===== config.mk =====
export PLATFORM = sky130hd
export DESIGN_NAME = websocket_frame_receiver
export DESIGN_NICKNAME = d
export VERILOG_FILES = /design/src/hdl/wsfr_pkg.sv /design/src/hdl/wsfr_front.sv /design/src/hdl/wsfr_queue.sv /design/src/hdl/wsfr_back.sv /design/src/hdl/websocket_frame_receiver.sv
export SDC_FILE = /design/constraint.sdc
export NUM_CORES = 1
export LEC_CHECK = 0
export BUFFER_PORTS_ARGS = -buffer_cell sky130_fd_sc_hd__buf_2
export CORE_MARGIN = 4
export CORE_UTILIZATION = 50
export DETAILED_ROUTE_END_ITERATION = 8
export PLACE_DENSITY = 0.67
export SLEW_MARGIN = 20
export SYNTH_ARGS = -nofsm -noshare
export SYNTH_HDL_FRONTEND = slang
export SYNTH_HIERARCHICAL = 1
export SYNTH_SLANG_ARGS = --single-unit

===== constraint.sdc =====
create_clock -name clk -period 7.3 [get_ports clk]
set_input_delay 0.73 -clock clk [delete_from_list [all_inputs] [get_ports clk]]
set_output_delay 0.73 -clock clk [all_outputs]
set_load 0.05 [all_outputs]

===== src/hdl/wsfr_pkg.sv =====
// Shared types and constants for the WebSocket frame receiver.
package wsfr_pkg;

  // Limit used when the configured limit is zero
  localparam logic [31:0] DEFAULT_MAX_FRAME = 32'd1048576;
  localparam logic [31:0] LIMIT_RESET       = 32'd1048576;

  // Opcodes that the receiver acts on
  localparam logic [3:0] OP_TEXT  = 4'h1;
  localparam logic [3:0] OP_CLOSE = 4'h8;
  localparam logic [3:0] OP_PING  = 4'h9;

  // Seven-bit length codes that announce an extended length
  localparam logic [6:0] LEN_EXT16 = 7'd126;
  localparam logic [6:0] LEN_EXT64 = 7'd127;

  typedef enum logic [1:0] {
    KIND_TEXT  = 2'd0,
    KIND_PING  = 2'd1,
    KIND_CLOSE = 2'd2,
    KIND_ERROR = 2'd3
  } kind_t;

  typedef enum logic [2:0] {
    ERR_NONE     = 3'd0,
    ERR_FRAGMENT = 3'd1,
    ERR_TOO_LONG = 3'd2,
    ERR_UNMASKED = 3'd3,
    ERR_OPCODE   = 3'd4
  } err_t;

  // One queued result: payload byte still masked, key byte alongside
  typedef struct packed {
    kind_t      kind;
    logic       has_data;
    logic [7:0] raw;
    logic [7:0] key;
    logic       frame_end;
    err_t       error_code;
  } entry_t;

  // Push request from the parser into the queue
  typedef struct packed {
    logic   valid;
    entry_t entry;
  } push_t;

endpackage


===== src/hdl/wsfr_front.sv =====
// Header parser and payload classifier of the WebSocket frame receiver.
module wsfr_front
  import wsfr_pkg::*;
(
  input  logic        clk,
  input  logic        rst_n,
  input  logic        in_valid,
  input  logic [7:0]  in_rx_byte,
  output logic        in_stall,
  input  logic        cfg_we,
  input  logic [31:0] cfg_wdata,
  input  logic        q_full,
  output push_t       push
);

  typedef enum logic [5:0] {
    PH_HDR0    = 6'b000001,
    PH_HDR1    = 6'b000010,
    PH_EXT16   = 6'b000100,
    PH_EXT64   = 6'b001000,
    PH_MASK    = 6'b010000,
    PH_PAYLOAD = 6'b100000
  } phase_t;

  phase_t      phase_r, phase_nxt;
  logic [3:0]  opcode_r, opcode_nxt;
  logic        fin_r, fin_nxt;
  logic        masked_r, masked_nxt;
  logic [63:0] rem_r, rem_nxt;
  logic [2:0]  hbc_r, hbc_nxt;
  logic [31:0] key_r, key_nxt;
  logic [1:0]  pos_r, pos_nxt;
  logic        stopped_r, stopped_nxt;
  logic [31:0] limit_r, limit_nxt;

  logic        accept;
  logic [31:0] limit_eff;
  logic        len_chk;
  logic [63:0] len_val;
  logic        len_over;
  logic        start_pl;
  logic [63:0] start_len;
  logic        done;
  logic        fail;
  err_t        fail_code;
  logic [63:0] ext_len;
  logic [2:0]  hbc_inc;
  logic [7:0]  key_byte;
  logic        pl_last;
  push_t       push_c;

  // Stall only on a full queue; bytes that give no result still wait
  assign in_stall = q_full;
  assign accept   = in_valid && !q_full;

  assign limit_eff = (limit_r == 32'd0) ? DEFAULT_MAX_FRAME : limit_r;
  assign limit_nxt = cfg_we ? cfg_wdata : limit_r;
  assign ext_len   = {rem_r[55:0], in_rx_byte};
  assign hbc_inc   = hbc_r + 3'd1;
  assign len_over  = (len_val[63:32] != 32'd0) || (len_val[31:0] > limit_eff);
  assign pl_last   = (rem_r[63:1] == 63'd0);

  // Pick the key byte for the current payload position
  always_comb begin
    unique case (pos_r)
      2'd0: key_byte = key_r[31:24];
      2'd1: key_byte = key_r[23:16];
      2'd2: key_byte = key_r[15:8];
      2'd3: key_byte = key_r[7:0];
      default: key_byte = key_r[7:0];
    endcase
  end

  // Advance the frame parser by one byte
  always_comb begin
    phase_nxt   = phase_r;
    opcode_nxt  = opcode_r;
    fin_nxt     = fin_r;
    masked_nxt  = masked_r;
    rem_nxt     = rem_r;
    hbc_nxt     = hbc_r;
    key_nxt     = key_r;
    pos_nxt     = pos_r;
    stopped_nxt = stopped_r;
    len_chk     = 1'b0;
    len_val     = ext_len;
    start_pl    = 1'b0;
    start_len   = rem_r;
    done        = 1'b0;
    fail        = 1'b0;
    fail_code   = ERR_NONE;
    push_c      = '0;

    if (accept && !stopped_r) begin
      unique case (phase_r)
        PH_HDR0: begin
          fin_nxt    = in_rx_byte[7];
          opcode_nxt = in_rx_byte[3:0];
          masked_nxt = 1'b0;
          rem_nxt    = 64'd0;
          hbc_nxt    = 3'd0;
          key_nxt    = 32'd0;
          pos_nxt    = 2'd0;
          phase_nxt  = PH_HDR1;
        end
        PH_HDR1: begin
          masked_nxt = in_rx_byte[7];
          if (!fin_r) begin
            fail      = 1'b1;
            fail_code = ERR_FRAGMENT;
          end else begin
            hbc_nxt = 3'd0;
            rem_nxt = 64'd0;
            if (in_rx_byte[6:0] == LEN_EXT16) begin
              phase_nxt = PH_EXT16;
            end else if (in_rx_byte[6:0] == LEN_EXT64) begin
              phase_nxt = PH_EXT64;
            end else begin
              rem_nxt = {57'd0, in_rx_byte[6:0]};
              len_val = {57'd0, in_rx_byte[6:0]};
              len_chk = 1'b1;
            end
          end
        end
        PH_EXT16, PH_EXT64: begin
          rem_nxt = ext_len;
          hbc_nxt = hbc_inc;
          if ((phase_r == PH_EXT16 && hbc_inc == 3'd2) ||
              (phase_r == PH_EXT64 && hbc_inc == 3'd0)) begin
            len_chk = 1'b1;
          end
        end
        PH_MASK: begin
          key_nxt = {key_r[23:0], in_rx_byte};
          hbc_nxt = hbc_inc;
          if (hbc_inc == 3'd4) begin
            hbc_nxt  = 3'd0;
            start_pl = 1'b1;
          end
        end
        PH_PAYLOAD: begin
          pos_nxt = pos_r + 2'd1;
          if (rem_r != 64'd0) begin
            rem_nxt = rem_r - 64'd1;
          end
          if (opcode_r == OP_TEXT || opcode_r == OP_PING) begin
            push_c.valid            = 1'b1;
            push_c.entry.kind       = (opcode_r == OP_TEXT) ? KIND_TEXT : KIND_PING;
            push_c.entry.has_data   = 1'b1;
            push_c.entry.raw        = in_rx_byte;
            push_c.entry.key        = masked_r ? key_byte : 8'd0;
            push_c.entry.frame_end  = pl_last;
            push_c.entry.error_code = ERR_NONE;
            if (pl_last) begin
              phase_nxt = PH_HDR0;
            end
          end else if (pl_last) begin
            done = 1'b1;
          end
        end
        default: phase_nxt = PH_HDR0;
      endcase

      // Check a completed length, then go to mask key or payload
      if (len_chk) begin
        if (len_over) begin
          fail      = 1'b1;
          fail_code = ERR_TOO_LONG;
        end else if (!masked_nxt && opcode_r != OP_CLOSE) begin
          fail      = 1'b1;
          fail_code = ERR_UNMASKED;
        end else if (masked_nxt) begin
          phase_nxt = PH_MASK;
          hbc_nxt   = 3'd0;
          key_nxt   = 32'd0;
        end else begin
          start_pl  = 1'b1;
          start_len = len_val;
        end
      end

      // Enter the payload, or close out an empty frame at once
      if (start_pl) begin
        pos_nxt = 2'd0;
        if (start_len == 64'd0) begin
          done = 1'b1;
        end else begin
          phase_nxt = PH_PAYLOAD;
        end
      end

      // Give the closing result of a frame whose payload is used up
      if (done) begin
        phase_nxt = PH_HDR0;
        priority if (opcode_r == OP_TEXT || opcode_r == OP_PING) begin
          push_c.valid            = 1'b1;
          push_c.entry.kind       = (opcode_r == OP_TEXT) ? KIND_TEXT : KIND_PING;
          push_c.entry.frame_end  = 1'b1;
          push_c.entry.error_code = ERR_NONE;
        end else if (opcode_r == OP_CLOSE) begin
          stopped_nxt             = 1'b1;
          push_c.valid            = 1'b1;
          push_c.entry.kind       = KIND_CLOSE;
          push_c.entry.frame_end  = 1'b1;
          push_c.entry.error_code = ERR_NONE;
        end else begin
          fail      = 1'b1;
          fail_code = ERR_OPCODE;
        end
      end

      // Report an error and stop until reset
      if (fail) begin
        stopped_nxt             = 1'b1;
        phase_nxt               = PH_HDR0;
        push_c.valid            = 1'b1;
        push_c.entry.kind       = KIND_ERROR;
        push_c.entry.has_data   = 1'b0;
        push_c.entry.raw        = 8'd0;
        push_c.entry.key        = 8'd0;
        push_c.entry.frame_end  = 1'b1;
        push_c.entry.error_code = fail_code;
      end
    end
  end

  assign push = push_c;

  always_ff @(posedge clk) begin
    if (!rst_n) begin
      phase_r   <= PH_HDR0;
      opcode_r  <= 4'd0;
      fin_r     <= 1'b0;
      masked_r  <= 1'b0;
      rem_r     <= 64'd0;
      hbc_r     <= 3'd0;
      key_r     <= 32'd0;
      pos_r     <= 2'd0;
      stopped_r <= 1'b0;
      limit_r   <= LIMIT_RESET;
    end else begin
      phase_r   <= phase_nxt;
      opcode_r  <= opcode_nxt;
      fin_r     <= fin_nxt;
      masked_r  <= masked_nxt;
      rem_r     <= rem_nxt;
      hbc_r     <= hbc_nxt;
      key_r     <= key_nxt;
      pos_r     <= pos_nxt;
      stopped_r <= stopped_nxt;
      limit_r   <= limit_nxt;
    end
  end

  // Once stopped, the parser stays stopped until reset
  assert property (@(posedge clk) disable iff (!rst_n) stopped_r |=> stopped_r)
    else $error("parser left the stopped state without reset");

  // A close or error result always stops the parser
  assert property (@(posedge clk) disable iff (!rst_n)
    push.valid && (push.entry.kind == KIND_ERROR || push.entry.kind == KIND_CLOSE)
    |=> stopped_r)
    else $error("close or error result did not stop the parser");

  // Nothing is pushed while stopped or into a full queue
  assert property (@(posedge clk) disable iff (!rst_n)
    push.valid |-> (!stopped_r && !q_full))
    else $error("result pushed while stopped or queue full");

endmodule


===== src/hdl/wsfr_queue.sv =====
// Small result queue between the parser and the output stage.
module wsfr_queue
  import wsfr_pkg::*;
#(
  parameter int DEPTH = 4
) (
  input  logic   clk,
  input  logic   rst_n,
  input  push_t  push,
  input  logic   pop,
  output entry_t head,
  output logic   full,
  output logic   empty
);

  localparam int PTR_W = $clog2(DEPTH);
  localparam int CNT_W = $clog2(DEPTH + 1);

  entry_t             mem_r [DEPTH];
  logic [PTR_W-1:0]   wr_ptr_r, wr_ptr_nxt;
  logic [PTR_W-1:0]   rd_ptr_r, rd_ptr_nxt;
  logic [CNT_W-1:0]   cnt_r, cnt_nxt;
  logic               do_push;
  logic               do_pop;

  assign full    = (cnt_r == CNT_W'(DEPTH));
  assign empty   = (cnt_r == '0);
  assign do_push = push.valid && !full;
  assign do_pop  = pop && !empty;
  assign head    = mem_r[rd_ptr_r];

  // Advance pointers with wrap at the queue depth
  always_comb begin
    wr_ptr_nxt = wr_ptr_r;
    rd_ptr_nxt = rd_ptr_r;
    cnt_nxt    = cnt_r;
    if (do_push) begin
      wr_ptr_nxt = (wr_ptr_r == PTR_W'(DEPTH - 1)) ? '0 : wr_ptr_r + 1'b1;
    end
    if (do_pop) begin
      rd_ptr_nxt = (rd_ptr_r == PTR_W'(DEPTH - 1)) ? '0 : rd_ptr_r + 1'b1;
    end
    if (do_push && !do_pop) begin
      cnt_nxt = cnt_r + 1'b1;
    end else if (do_pop && !do_push) begin
      cnt_nxt = cnt_r - 1'b1;
    end
  end

  // Store the pushed entry
  always_ff @(posedge clk) begin
    if (do_push) begin
      mem_r[wr_ptr_r] <= push.entry;
    end
  end

  always_ff @(posedge clk) begin
    if (!rst_n) begin
      wr_ptr_r <= '0;
      rd_ptr_r <= '0;
      cnt_r    <= '0;
    end else begin
      wr_ptr_r <= wr_ptr_nxt;
      rd_ptr_r <= rd_ptr_nxt;
      cnt_r    <= cnt_nxt;
    end
  end

  // Fill level never exceeds the depth
  assert property (@(posedge clk) disable iff (!rst_n) cnt_r <= CNT_W'(DEPTH))
    else $error("queue fill level above depth");

endmodule


===== src/hdl/wsfr_back.sv =====
// Output stage: unmasks queued payload bytes and holds the result register.
module wsfr_back
  import wsfr_pkg::*;
(
  input  logic       clk,
  input  logic       rst_n,
  input  entry_t     head,
  input  logic       q_empty,
  output logic       q_pop,
  output logic       out_valid,
  input  logic       out_stall,
  output logic [1:0] out_kind,
  output logic       out_has_data,
  output logic [7:0] out_data,
  output logic       out_frame_end,
  output logic [2:0] out_error_code
);

  logic       valid_r, valid_nxt;
  kind_t      kind_r;
  logic       has_data_r;
  logic [7:0] data_r;
  logic       frame_end_r;
  err_t       error_code_r;

  // Take the next entry when the output register is free or being drained
  assign q_pop     = !q_empty && (!valid_r || !out_stall);
  assign valid_nxt = q_pop ? 1'b1 : (valid_r && out_stall);

  always_ff @(posedge clk) begin
    if (!rst_n) begin
      valid_r <= 1'b0;
    end else begin
      valid_r <= valid_nxt;
    end
  end

  // Unmask and load the result payload
  always_ff @(posedge clk) begin
    if (q_pop) begin
      kind_r       <= head.kind;
      has_data_r   <= head.has_data;
      data_r       <= head.raw ^ head.key;
      frame_end_r  <= head.frame_end;
      error_code_r <= head.error_code;
    end
  end

  assign out_valid      = valid_r;
  assign out_kind       = kind_r;
  assign out_has_data   = has_data_r;
  assign out_data       = data_r;
  assign out_frame_end  = frame_end_r;
  assign out_error_code = error_code_r;

endmodule


===== src/hdl/websocket_frame_receiver.sv =====
// Top level of the WebSocket client-to-server frame receiver.
// Takes one received byte per transfer and one byte per clock cycle, stalling
// only when the result queue (QUEUE_DEPTH entries) is full. The parser updates
// its frame state in the cycle of the transfer and pushes any result into the
// queue; the output stage pops it from the queue, unmasks it and loads it into
// its output register, which holds it while out_stall is high. Text and ping
// payload bytes come out with has_data set, the last one with frame_end; an
// empty text or ping frame gives one result without data. A close result or
// any error stops the block: later bytes are taken and dropped until reset.
// cfg_wdata written with cfg_we sets the largest payload length; zero selects
// 1 MiB. Write it only while the block is idle.
module websocket_frame_receiver
  import wsfr_pkg::*;
#(
  parameter int QUEUE_DEPTH = 4
) (
  input  logic        clk,
  input  logic        rst_n,
  input  logic        in_valid,
  output logic        in_stall,
  input  logic [7:0]  in_rx_byte,
  output logic        out_valid,
  input  logic        out_stall,
  output logic [1:0]  out_kind,
  output logic        out_has_data,
  output logic [7:0]  out_data,
  output logic        out_frame_end,
  output logic [2:0]  out_error_code,
  input  logic        cfg_we,
  input  logic [31:0] cfg_wdata
);

  push_t  push;
  entry_t head;
  logic   q_full;
  logic   q_empty;
  logic   q_pop;

  wsfr_front u_front (
    .clk        (clk),
    .rst_n      (rst_n),
    .in_valid   (in_valid),
    .in_rx_byte (in_rx_byte),
    .in_stall   (in_stall),
    .cfg_we     (cfg_we),
    .cfg_wdata  (cfg_wdata),
    .q_full     (q_full),
    .push       (push)
  );

  wsfr_queue #(
    .DEPTH (QUEUE_DEPTH)
  ) u_queue (
    .clk   (clk),
    .rst_n (rst_n),
    .push  (push),
    .pop   (q_pop),
    .head  (head),
    .full  (q_full),
    .empty (q_empty)
  );

  wsfr_back u_back (
    .clk            (clk),
    .rst_n          (rst_n),
    .head           (head),
    .q_empty        (q_empty),
    .q_pop          (q_pop),
    .out_valid      (out_valid),
    .out_stall      (out_stall),
    .out_kind       (out_kind),
    .out_has_data   (out_has_data),
    .out_data       (out_data),
    .out_frame_end  (out_frame_end),
    .out_error_code (out_error_code)
  );

endmodule


# ---- After elaboration in Yosys (flattened, before gate mapping)
# Memories as Yosys holds them, arrays and structs flattened. A register that Yosys moved wholly into a read port is not among the register bits.
# Cells that the tools add are included.
dict set report classes {
  addsub 7
  magnitude_cmp 1
  eq_ne 23
  muxes 108
  n_bitwise 1
  reduce_logical 42
}
# cell count
set ops {}
lappend ops {{$mux 64} 13}
lappend ops {{$pmux 64 s4} 1}
lappend ops {{$mux 32} 5}
lappend ops {{$mux 24} 4}
lappend ops {{$mux 6} 13}
lappend ops {{$logic_not 64->1} 1}
lappend ops {{$pmux 32 s2} 1}
lappend ops {{$reduce_bool 64->1} 1}
lappend ops {{$sub 64x1->64 const B} 1}
lappend ops {{$logic_not 63->1} 1}
lappend ops {{$mux 3} 18}
lappend ops {{$mux 1} 37}
lappend ops {{$gt 32x32->1} 1}
lappend ops {{$logic_not 32->1} 1}
lappend ops {{$pmux 8 s4} 1}
lappend ops {{$reduce_bool 32->1} 1}
lappend ops {{$pmux 6 s4} 1}
lappend ops {{$eq 7x7->1 const B} 2}
lappend ops {{$mux 4} 3}
lappend ops {{$pmux 3 s4} 1}
lappend ops {{$logic_and 1x1->1} 11}
lappend ops {{$mux 2} 5}
lappend ops {{$eq 2x2->1 const B} 4}
lappend ops {{$eq 4x4->1 const B} 2}
lappend ops {{other kinds (32)} 53}
dict set report word_totals {
  register_bits 169
  mem_bits_rw 92
  input_bits 45
  output_inout_bits 17
  wordCells 202
  memories 1
}
# name words word_bits read_ports rd_clocked_by_memory_dff wr line
set mem_list {}
lappend mem_list {u_queue.mem_r 4 23 1 1 1 wsfr_queue.sv:19} ;# entry_t mem_r [DEPTH];

# ---- Longest topological paths before layout
# Gate-level depths: netlist (run 1).
dict set report depth {
  ltp_word 24
  ltp_mapped 24
}

# ---- Modules after synthesis
# Netlist (run 1), hierarchy kept.
# module instances cells_per_inst area_each_um2
set by_module_without_submodules {}
lappend by_module_without_submodules {wsfr_front 1 1203 9586.7}
lappend by_module_without_submodules {wsfr_queue 1 171 3827.4}
lappend by_module_without_submodules {wsfr_back 1 27 560.5}

# ---- Worst setup path before layout (run 1)
# OpenSTA, ideal clock, no wires.
dict set report synth_path {
  kind {reg2reg}
  start {register u_front.phase_r[5]}
  end {register u_queue.cnt_r[2]}
  arrival_ps 5314
  required_ps 7224
  slack_ps 1911
  path_stages_with_launch 23
  path_buffers 3
  period_less_slack_ps 5389
  path_cell_list {dfxtp_1 -> nor4_1 -> nand4_1 -> nor3_1 -> clkbuf_1 -> clkbuf_1 -> nor2b_1 -> ha_1 -> and4_1 -> a2111oi_0 -> nor3_1 -> o31a_1 -> a2111oi_4 -> a211oi_1 -> a21oi_1 -> nor2b_1 -> buf_2 -> ha_1 -> inv_1 -> fa_1 -> xor2_1 -> or3_2 -> a21boi_0}
}
# item line
set synth_rtl {}
lappend synth_rtl {{start, declared} wsfr_front.sv:25} ;# phase_t phase_r, phase_nxt;
lappend synth_rtl {{start signal, assigned} wsfr_front.sv:242} ;# phase_r <= phase_nxt;
lappend synth_rtl {{end signal, assigned} wsfr_queue.sv:65} ;# cnt_r <= cnt_nxt;
lappend synth_rtl {{end, declared} wsfr_queue.sv:22} ;# logic [CNT_W-1:0] cnt_r, cnt_nxt;

==> impl_metrics.csv, run 1 <==
group,metric,value,unit
layout,final_cells,1795,
worst_hold_path,min_path_type,"input port to flip-flop",
global_routing,grt_pass1_vias,10500,
floorplan,die_x,175,microns
sta,hold_violations,0,
synthesis,ys.warnings.count,6,
sta,fin_crit_sh,0.838,
routing,avgRoutedWirePerCell,19.8,microns
routing,drtAntennaViolNets,0,
power,p_comb_frac,0.109,
flow_run,cap_violations,0,
layout,fillers,2393,
clock_tree,clk_pin_slew,0.06,ns
synthesis,avgSynthCellArea,9.97,sq um
routing,drt-initial-drc-count,921,
critical_path,crit_arrival,6.57,ns
power,p_per_area,223,mW/mm^2
global_routing,grt_first_pass_wirelength,57.1,mm
synthesis,syn_nets,1494,
clock_tree,cts_max_path_buffers,3,
clock_tree,cts_tree,"built",
routing,firstDrtPassIters,5,
global_routing,antenna_found_initial,1,
floorplan,rows,60,
place,place_ws,1.16,ns
global_routing,grt_max_degree,77,
routing,avgViaCountPerCell,5.99,
power,p_switching,861,uW
layout,area_delta_synth_final,10.2,%
layout,nNetsFinal,1498,
routing,wl,35.6,mm
power,leakage,0.00594,uW
layout,final_area,0.0154,sq mm
synthesis,ys_types,87,
synthesis,synthFlopType,"dfxtp_1",
floorplan,die_area,0.0307,sq mm
sta,fmax,163,MHz
floorplan,chipHeight,175,microns
clock_tree,post_cts_buffers,0,
global_routing,grt-ovfl-total,0,
power,peakVddDrop,0.000162,V
synthesis,synthTopCellsByArea,"edfxtp_1, dfxtp_1, nor2b_1",
synthesis,syn_area,0.0140,sq mm
sta,tightest_slew,1.02,ns
place,hpwl,24.1,mm
worst_hold_path,hold_start,"cfg_wdata[20]",
sta,fin_ws,1.18,ns
clock_tree,clkLatencyLatePin,0.55,ns
critical_path,end_kind,"flip-flop",
critical_path,crit_type,"flip-flop to flip-flop",
sta,tns,0,ns
sta,rsz0062_at_grt,"no",
clock_tree,cts_resized,0,
synthesis,async_flop_share,0,
synthesis,synth-edff-count,107,
floorplan,io_pins,62,
sta,setup_violations,0,
worst_hold_path,holdPathStages,3,
sta,min_period,6.12,ns
power,clkPwrFrac,0.428,
floorplan,start_util,0.513,
sta,skew,0.0131,ns
power,finalPower,3430,uW
floorplan,fp.coreArea,0.0273,sq mm
critical_path,rrSetupSlack,1.18,ns
place,gp_congestion,0.916,
layout,num_antenna_cells,0,
routing,drc,0,
synthesis,synthCells,1401,
routing,vias,10700,
power,seqPwrFrac,0.463,
power,netSwitchingFraction,0.251,
place,dp_cells,1748,
critical_path,r2r-end,"u_queue/cnt_r[2]",
place,port_buffers,61,
synthesis,yosys_register_bits,263,
clock_tree,cts_hold_buffers,0,
clock_tree,clock-root-buffer,"clkbuf_16",
critical_path,rr_worst_depth,22,
sta,slew_headroom,0.311,
clock_tree,ctsHtreeMaxLevel,1,
critical_path,cp_data_required_time,7.75,ns
critical_path,start_kind,"flip-flop",
worst_hold_path,hold_end,"u_front/limit_r[20]",
critical_path,rr_startpoint,"u_queue/cnt_r[0]",
power,p_int,2570,uW
synthesis,synth_top_area_cell,"edfxtp_1",
layout,layout-drive-gt1-share,0.124,
place,placed_cell_area,0.0145,sq mm
synthesis,yosys.area.top_type_share,0.230,
clock_tree,numCtsBuffers,27,
global_routing,grtUsageTotal,0.227,
clock_tree,cts_sinks,263,
synthesis,seq_area_frac_synth,0.453,
critical_path,crit_path_max_fanout,31,
status,status,"complete, no violations",
sta,drv_slew,0,
[stage by stage]
step                      hold slack, ns  utilization
final                              0.440        0.565
after global routing               0.417        0.565
after CTS                          0.412        0.565
after detailed placement           0.456        0.530
after global placement             0.459        0.530
after floorplan                    0.441            -
[power by group through the flow]
| stage | Combinational, uW | Sequential [uW] | Clock [uW] |
|---|---|---|---|
| final | 375 | 1590 | 1470 |
| after floorplan | 242 | 1650 | 0 |
| after global placement | 370 | 1620 | 0 |
| after global routing | 409 | 1590 | 1560 |
| after CTS | 375 | 1590 | 1500 |
| after detailed placement | 373 | 1620 | 0 |
[routing by layer]
layer,global-route usage,wire length [microns],vias up
met2,0.382,17000,326
met4,0.0805,1300,2
li1,-,-,5146
met5,0,13,-
met1,0.303,15500,5183
met3,0.0294,1740,89
[worst max-delay path: stages (launching register included)]
cell	delay (ns)
dfxtp_1	0.45
nor3b_2	0.10
nor2_1	0.24
nand2_1	0.38
nor3_2	0.28
buf_4	0.34
nor2b_1	0.09
ha_1	0.33
nand4_1	0.17
nor4_1	0.48
a21boi_0	0.23
o31a_1	0.43
o41ai_2	0.17
nand2_1	0.15
nor2_1	0.06
a21oi_1	0.17
nor2b_1	0.44
ha_1	0.27
inv_1	0.06
fa_1	0.37
xor2_1	0.18
or3_2	0.40
a21boi_0	0.20
[layout make-up]
class                   instances  area, sq um  share of cell area
well taps                     372          465              0.0302
inverters                      46          173              0.0112
clock inverters                15          218              0.0141
repair buffers                 78          435              0.0283
multi-input cells             989         7050               0.458
clock buffers                  32          724              0.0471
flip-flops and latches        263         6340               0.412
[registers in the layout (all words and copies together) (netlist names), 2 cells and up, named ones only]
signal and count:
u_queue/mem_r 92, u_front/rem_r 64, u_front/key_r 32, u_front/limit_r 32, u_back/out_data 8, u_front/phase_r 6, u_front/opcode_r 4, u_back/out_error_code 3
u_front/hbc_r 3, u_queue/cnt_r 3, u_back/out_kind 2, u_front/pos_r 2, u_queue/rd_ptr_r 2, u_queue/wr_ptr_r 2
[how the worst max path moves through the flow]
stage	startpoint	to	slack [ns]
finish	u_queue/cnt_r[0]	u_queue/cnt_r[2]	1.18
CTS	u_queue/cnt_r[0]	u_queue/cnt_r[2]	1.19
global route	u_front/phase_r[2]	u_queue/cnt_r[2]	0.61
global placement	in_rx_byte[4]	u_queue/cnt_r[2]	1.32
detailed placement	in_rx_byte[4]	u_queue/cnt_r[2]	1.16
floorplan	u_front/phase_r[5]	u_queue/cnt_r[2]	1.91
[synthesized netlist by cell type, types with 33 or more instances]
cell type,instances
dfxtp_1,156
edfxtp_1,107
nand2_1,107
nor2b_1,106
clkbuf_1,81
nor2_1,79
o21ai_0,74
a22oi_1,55
ha_1,47
inv_1,46
a21oi_1,45
mux2i_1,43
nor4_1,34
a22o_1,33
nor3_1,33
[cell usage in the layout, fill, tap and decap left out, types with 5 or more instances in the layout]
master | synthesis | final
and2_1 | 23 | 23
a222oi_1 | 8 | 8
and3_1 | 5 | 5
o21ai_1 | 5 | 5
clkbuf_16 | 0 | 27
nor3_1 | 33 | 31
nor4_1 | 34 | 34
buf_2 | 12 | 60
a21o_1 | 8 | 8
nand3_1 | 27 | 27
nand4_1 | 18 | 18
nor2b_1 | 106 | 105
or4_1 | 12 | 12
a22o_1 | 33 | 33
o21ai_0 | 74 | 74
edfxtp_1 | 107 | 107
mux2i_1 | 43 | 43
xnor2_1 | 30 | 30
inv_1 | 46 | 46
o31ai_1 | 5 | 5
a21boi_0 | 6 | 6
buf_4 | 1 | 18
xor2_1 | 31 | 31
mux4_2 | 22 | 22
bufinv_16 | 0 | 5
a22oi_1 | 55 | 55
nand2_1 | 107 | 107
ha_1 | 47 | 47
or2_2 | 7 | 7
nor2_1 | 79 | 79
a21oi_1 | 45 | 45
nand2b_1 | 7 | 7
dfxtp_1 | 156 | 156
o21a_1 | 9 | 8
or3_1 | 19 | 19
[cells by family after synthesis]
logic type                 count (synthesis)  share of synthesized area
adders and majority gates                 48                     0.0435
buffers and inverters                    149                     0.0453
xor gates and xnor gates                  61                     0.0382
and+or+nand+nor                          511                      0.200
muxes                                     67                     0.0689
AOI/OAI and AO/OA                        302                      0.151
DFF                                      263                      0.453
No activity file was read; power rests on OpenSTA's default activity.
==> inputs of run 2 (changes only) <==
Settings changed: PLACE_DENSITY 0.67 to 0.69.
Clock period 7.3 ns to 5.34 ns, I/O delays scaled along.
==> run 2 against run 1 <==
- clock power rose by 44%
- largest power group unchanged
- non-clock buffer count rose by 32
- combinational power rose by 45%
- core utilization rose by 1.7 points
- final cell count rose by 1.9%
- maximum frequency rose by 19%
- sequential share of layout area fell by 1.2 points
- sequential power rose by 36%
==> impl_metrics.csv, run 2 (synthesis gave the netlist of run 1 again) <==
group,metric,value,unit
layout,final_area,0.0159,sq mm
layout,nNetsFinal,1531,
sta,min_period,5.14,ns
global_routing,grt_first_pass_wirelength,56.9,mm
floorplan,io_pins,62,
place,port_buffers,61,
routing,avgViaCountPerCell,6.03,
sta,slew_headroom,0.274,
floorplan,die_area,0.0307,sq mm
critical_path,cp_data_required_time,5.83,ns
routing,wl,36.0,mm
clock_tree,clock-root-buffer,"clkbuf_16",
critical_path,crit_type,"flip-flop to flip-flop",
place,hpwl,23.6,mm
clock_tree,clk_pin_slew,0.07,ns
sta,tightest_slew,1.08,ns
global_routing,grt-ovfl-total,0,
critical_path,rrSetupSlack,0.20,ns
layout,layout_common_cells,"dfxtp_1, nand2_1, edfxtp_1",
sta,fin_crit_sh,0.963,
routing,vias,11000,
layout,area_delta_synth_final,13.5,%
critical_path,crit_arrival,5.63,ns
power,leakage,0.00616,uW
floorplan,die_x,175,microns
layout,fillers,2328,
floorplan,rows,60,
critical_path,end_kind,"flip-flop",
flow_run,cap_violations,0,
routing,firstDrtPassIters,6,
floorplan,fp.coreArea,0.0273,sq mm
worst_hold_path,min_path_type,"input port to flip-flop",
status,status,"complete, no violations",
clock_tree,cts_tree,"built",
power,peakVddDrop,0.000241,V
sta,fmax,194,MHz
critical_path,r2r-end,"u_queue/cnt_r[2]",
worst_hold_path,hold_end,"u_front/limit_r[20]",
place,gp_congestion,0.920,
sta,hold_violations,0,
clock_tree,clkLatencyLatePin,0.56,ns
layout,final_cells,1829,
place,placed_cell_area,0.0146,sq mm
layout,mostFrequentLayoutCell,"dfxtp_1",
critical_path,start_kind,"flip-flop",
sta,setup_violations,0,
power,p_per_area,305,mW/mm^2
clock_tree,cts_max_path_buffers,3,
clock_tree,ctsHtreeMaxLevel,1,
worst_hold_path,hold_start,"cfg_wdata[20]",
place,dp_cells,1770,
routing,avgRoutedWirePerCell,19.7,microns
global_routing,grtUsageTotal,0.225,
layout,layout-drive-gt1-share,0.154,
floorplan,start_util,0.513,
layout,top_register,"u_queue/mem_r",
clock_tree,cts_sinks,263,
routing,drtAntennaViolNets,0,
global_routing,grt_pass1_vias,10700,
worst_hold_path,holdPathStages,3,
global_routing,antenna_found_initial,1,
critical_path,crit_path_max_fanout,15,
routing,drt-initial-drc-count,1136,
routing,drc,0,
layout,largest_register_ffs,92,
sta,drv_slew,0,
floorplan,chipHeight,175,microns
clock_tree,numCtsBuffers,28,
layout,reg_top3,"u_queue/mem_r (92), u_front/rem_r (64)",
global_routing,grt_max_degree,106,
sta,skew,0.0146,ns
critical_path,rr_startpoint,"u_front/phase_r[3]",
critical_path,rr_worst_depth,22,
==> run 2: power breakdown <==
group	switching (uW)	total [uW]	internal (uW)
sequential	33.0	2170	2140
combinational	356	542	186
clock	813	2120	1310
total	1200	4830	3630
==> run 2: cell type report <==
class                      instances  area [sq um]  share of cell area
antenna                            1          2.50            0.000158
inverter                          46           173              0.0109
clock buffer                      34           763              0.0481
multi-input combinational        989          7130               0.449
clock inverter                    14           254              0.0160
timing repair buffer             110           736              0.0464
sequential                       263          6340               0.400
tap                              372           465              0.0293
==> run 2: routing by layer <==
metal / track usage / wire length (microns) / part of all wire / vias up
met2: 0.389 / 17500 / 0.49 / 395
met4: 0.0691 / 1140 / 0.032 / 0
met1: 0.293 / 15300 / 0.42 / 5338
met5: 0 / 0 / 0 / -
met3: 0.0350 / 2080 / 0.058 / 89
li1: - / - / - / 5214
==> run 2: per-stage QoR <==
stage | TNS, ns | worst slack (ns) | hold slack [ns] | util | total power (uW)
floorplan | 0 | 0.0337 | 0.441 | - | 2590
global placement | 0 | 0.226 | 0.448 | 0.537 | 2730
detailed placement | 0 | 0.0248 | 0.456 | 0.537 | 2740
CTS | 0 | 0.0574 | 0.189 | 0.574 | 4860
global route | -0.101 | -0.101 | 0.212 | 0.582 | 5010
finish | 0 | 0.198 | 0.214 | 0.582 | 4830
==> run 2: worst max path at each step <==
stage | from | endpoint | slack, ns | cells past startpoint
5_1_grt | u_front/phase_r[3] | u_queue/cnt_r[2] | -0.10 | 22
6_report | u_front/phase_r[3] | u_queue/cnt_r[2] | 0.20 | 22
3_5_place_dp | in_rx_byte[4] | u_queue/cnt_r[2] | 0.02 | 21
2_1_floorplan | u_front/phase_r[5] | u_queue/cnt_r[2] | 0.03 | 22
4_1_cts | u_front/phase_r[5] | u_queue/cnt_r[2] | 0.06 | 20
3_3_place_gp | in_rx_byte[4] | u_queue/cnt_r[2] | 0.23 | 22
==> run 2: what timing repair did <==
item | 4_1_cts | 5_1_grt
hold buffers | 0 | 0
gates resized for setup | 0 | 19
setup buffers | 0 | 8
endpoints found under the setup margin | 0 | 2
==> run 2: worst max-delay path, stage by stage, from the launching register on <==
cell and delay, ns:
dfxtp_1 0.33, nor4_4 0.34, nand4_1 0.23, nor3_4 0.27, buf_12 0.15, buf_4 0.12
clkbuf_16 0.16, nor2b_1 0.05, ha_1 0.30, nand3_1 0.14, nor3_1 0.07, a221o_1 0.31
o31a_2 0.44, a2111oi_4 0.37, a211oi_1 0.09, a21oi_1 0.17, nor2b_4 0.17, ha_2 0.19
inv_1 0.05, fa_1 0.37, xor2_1 0.17, or3_2 0.40, a21boi_1 0.15
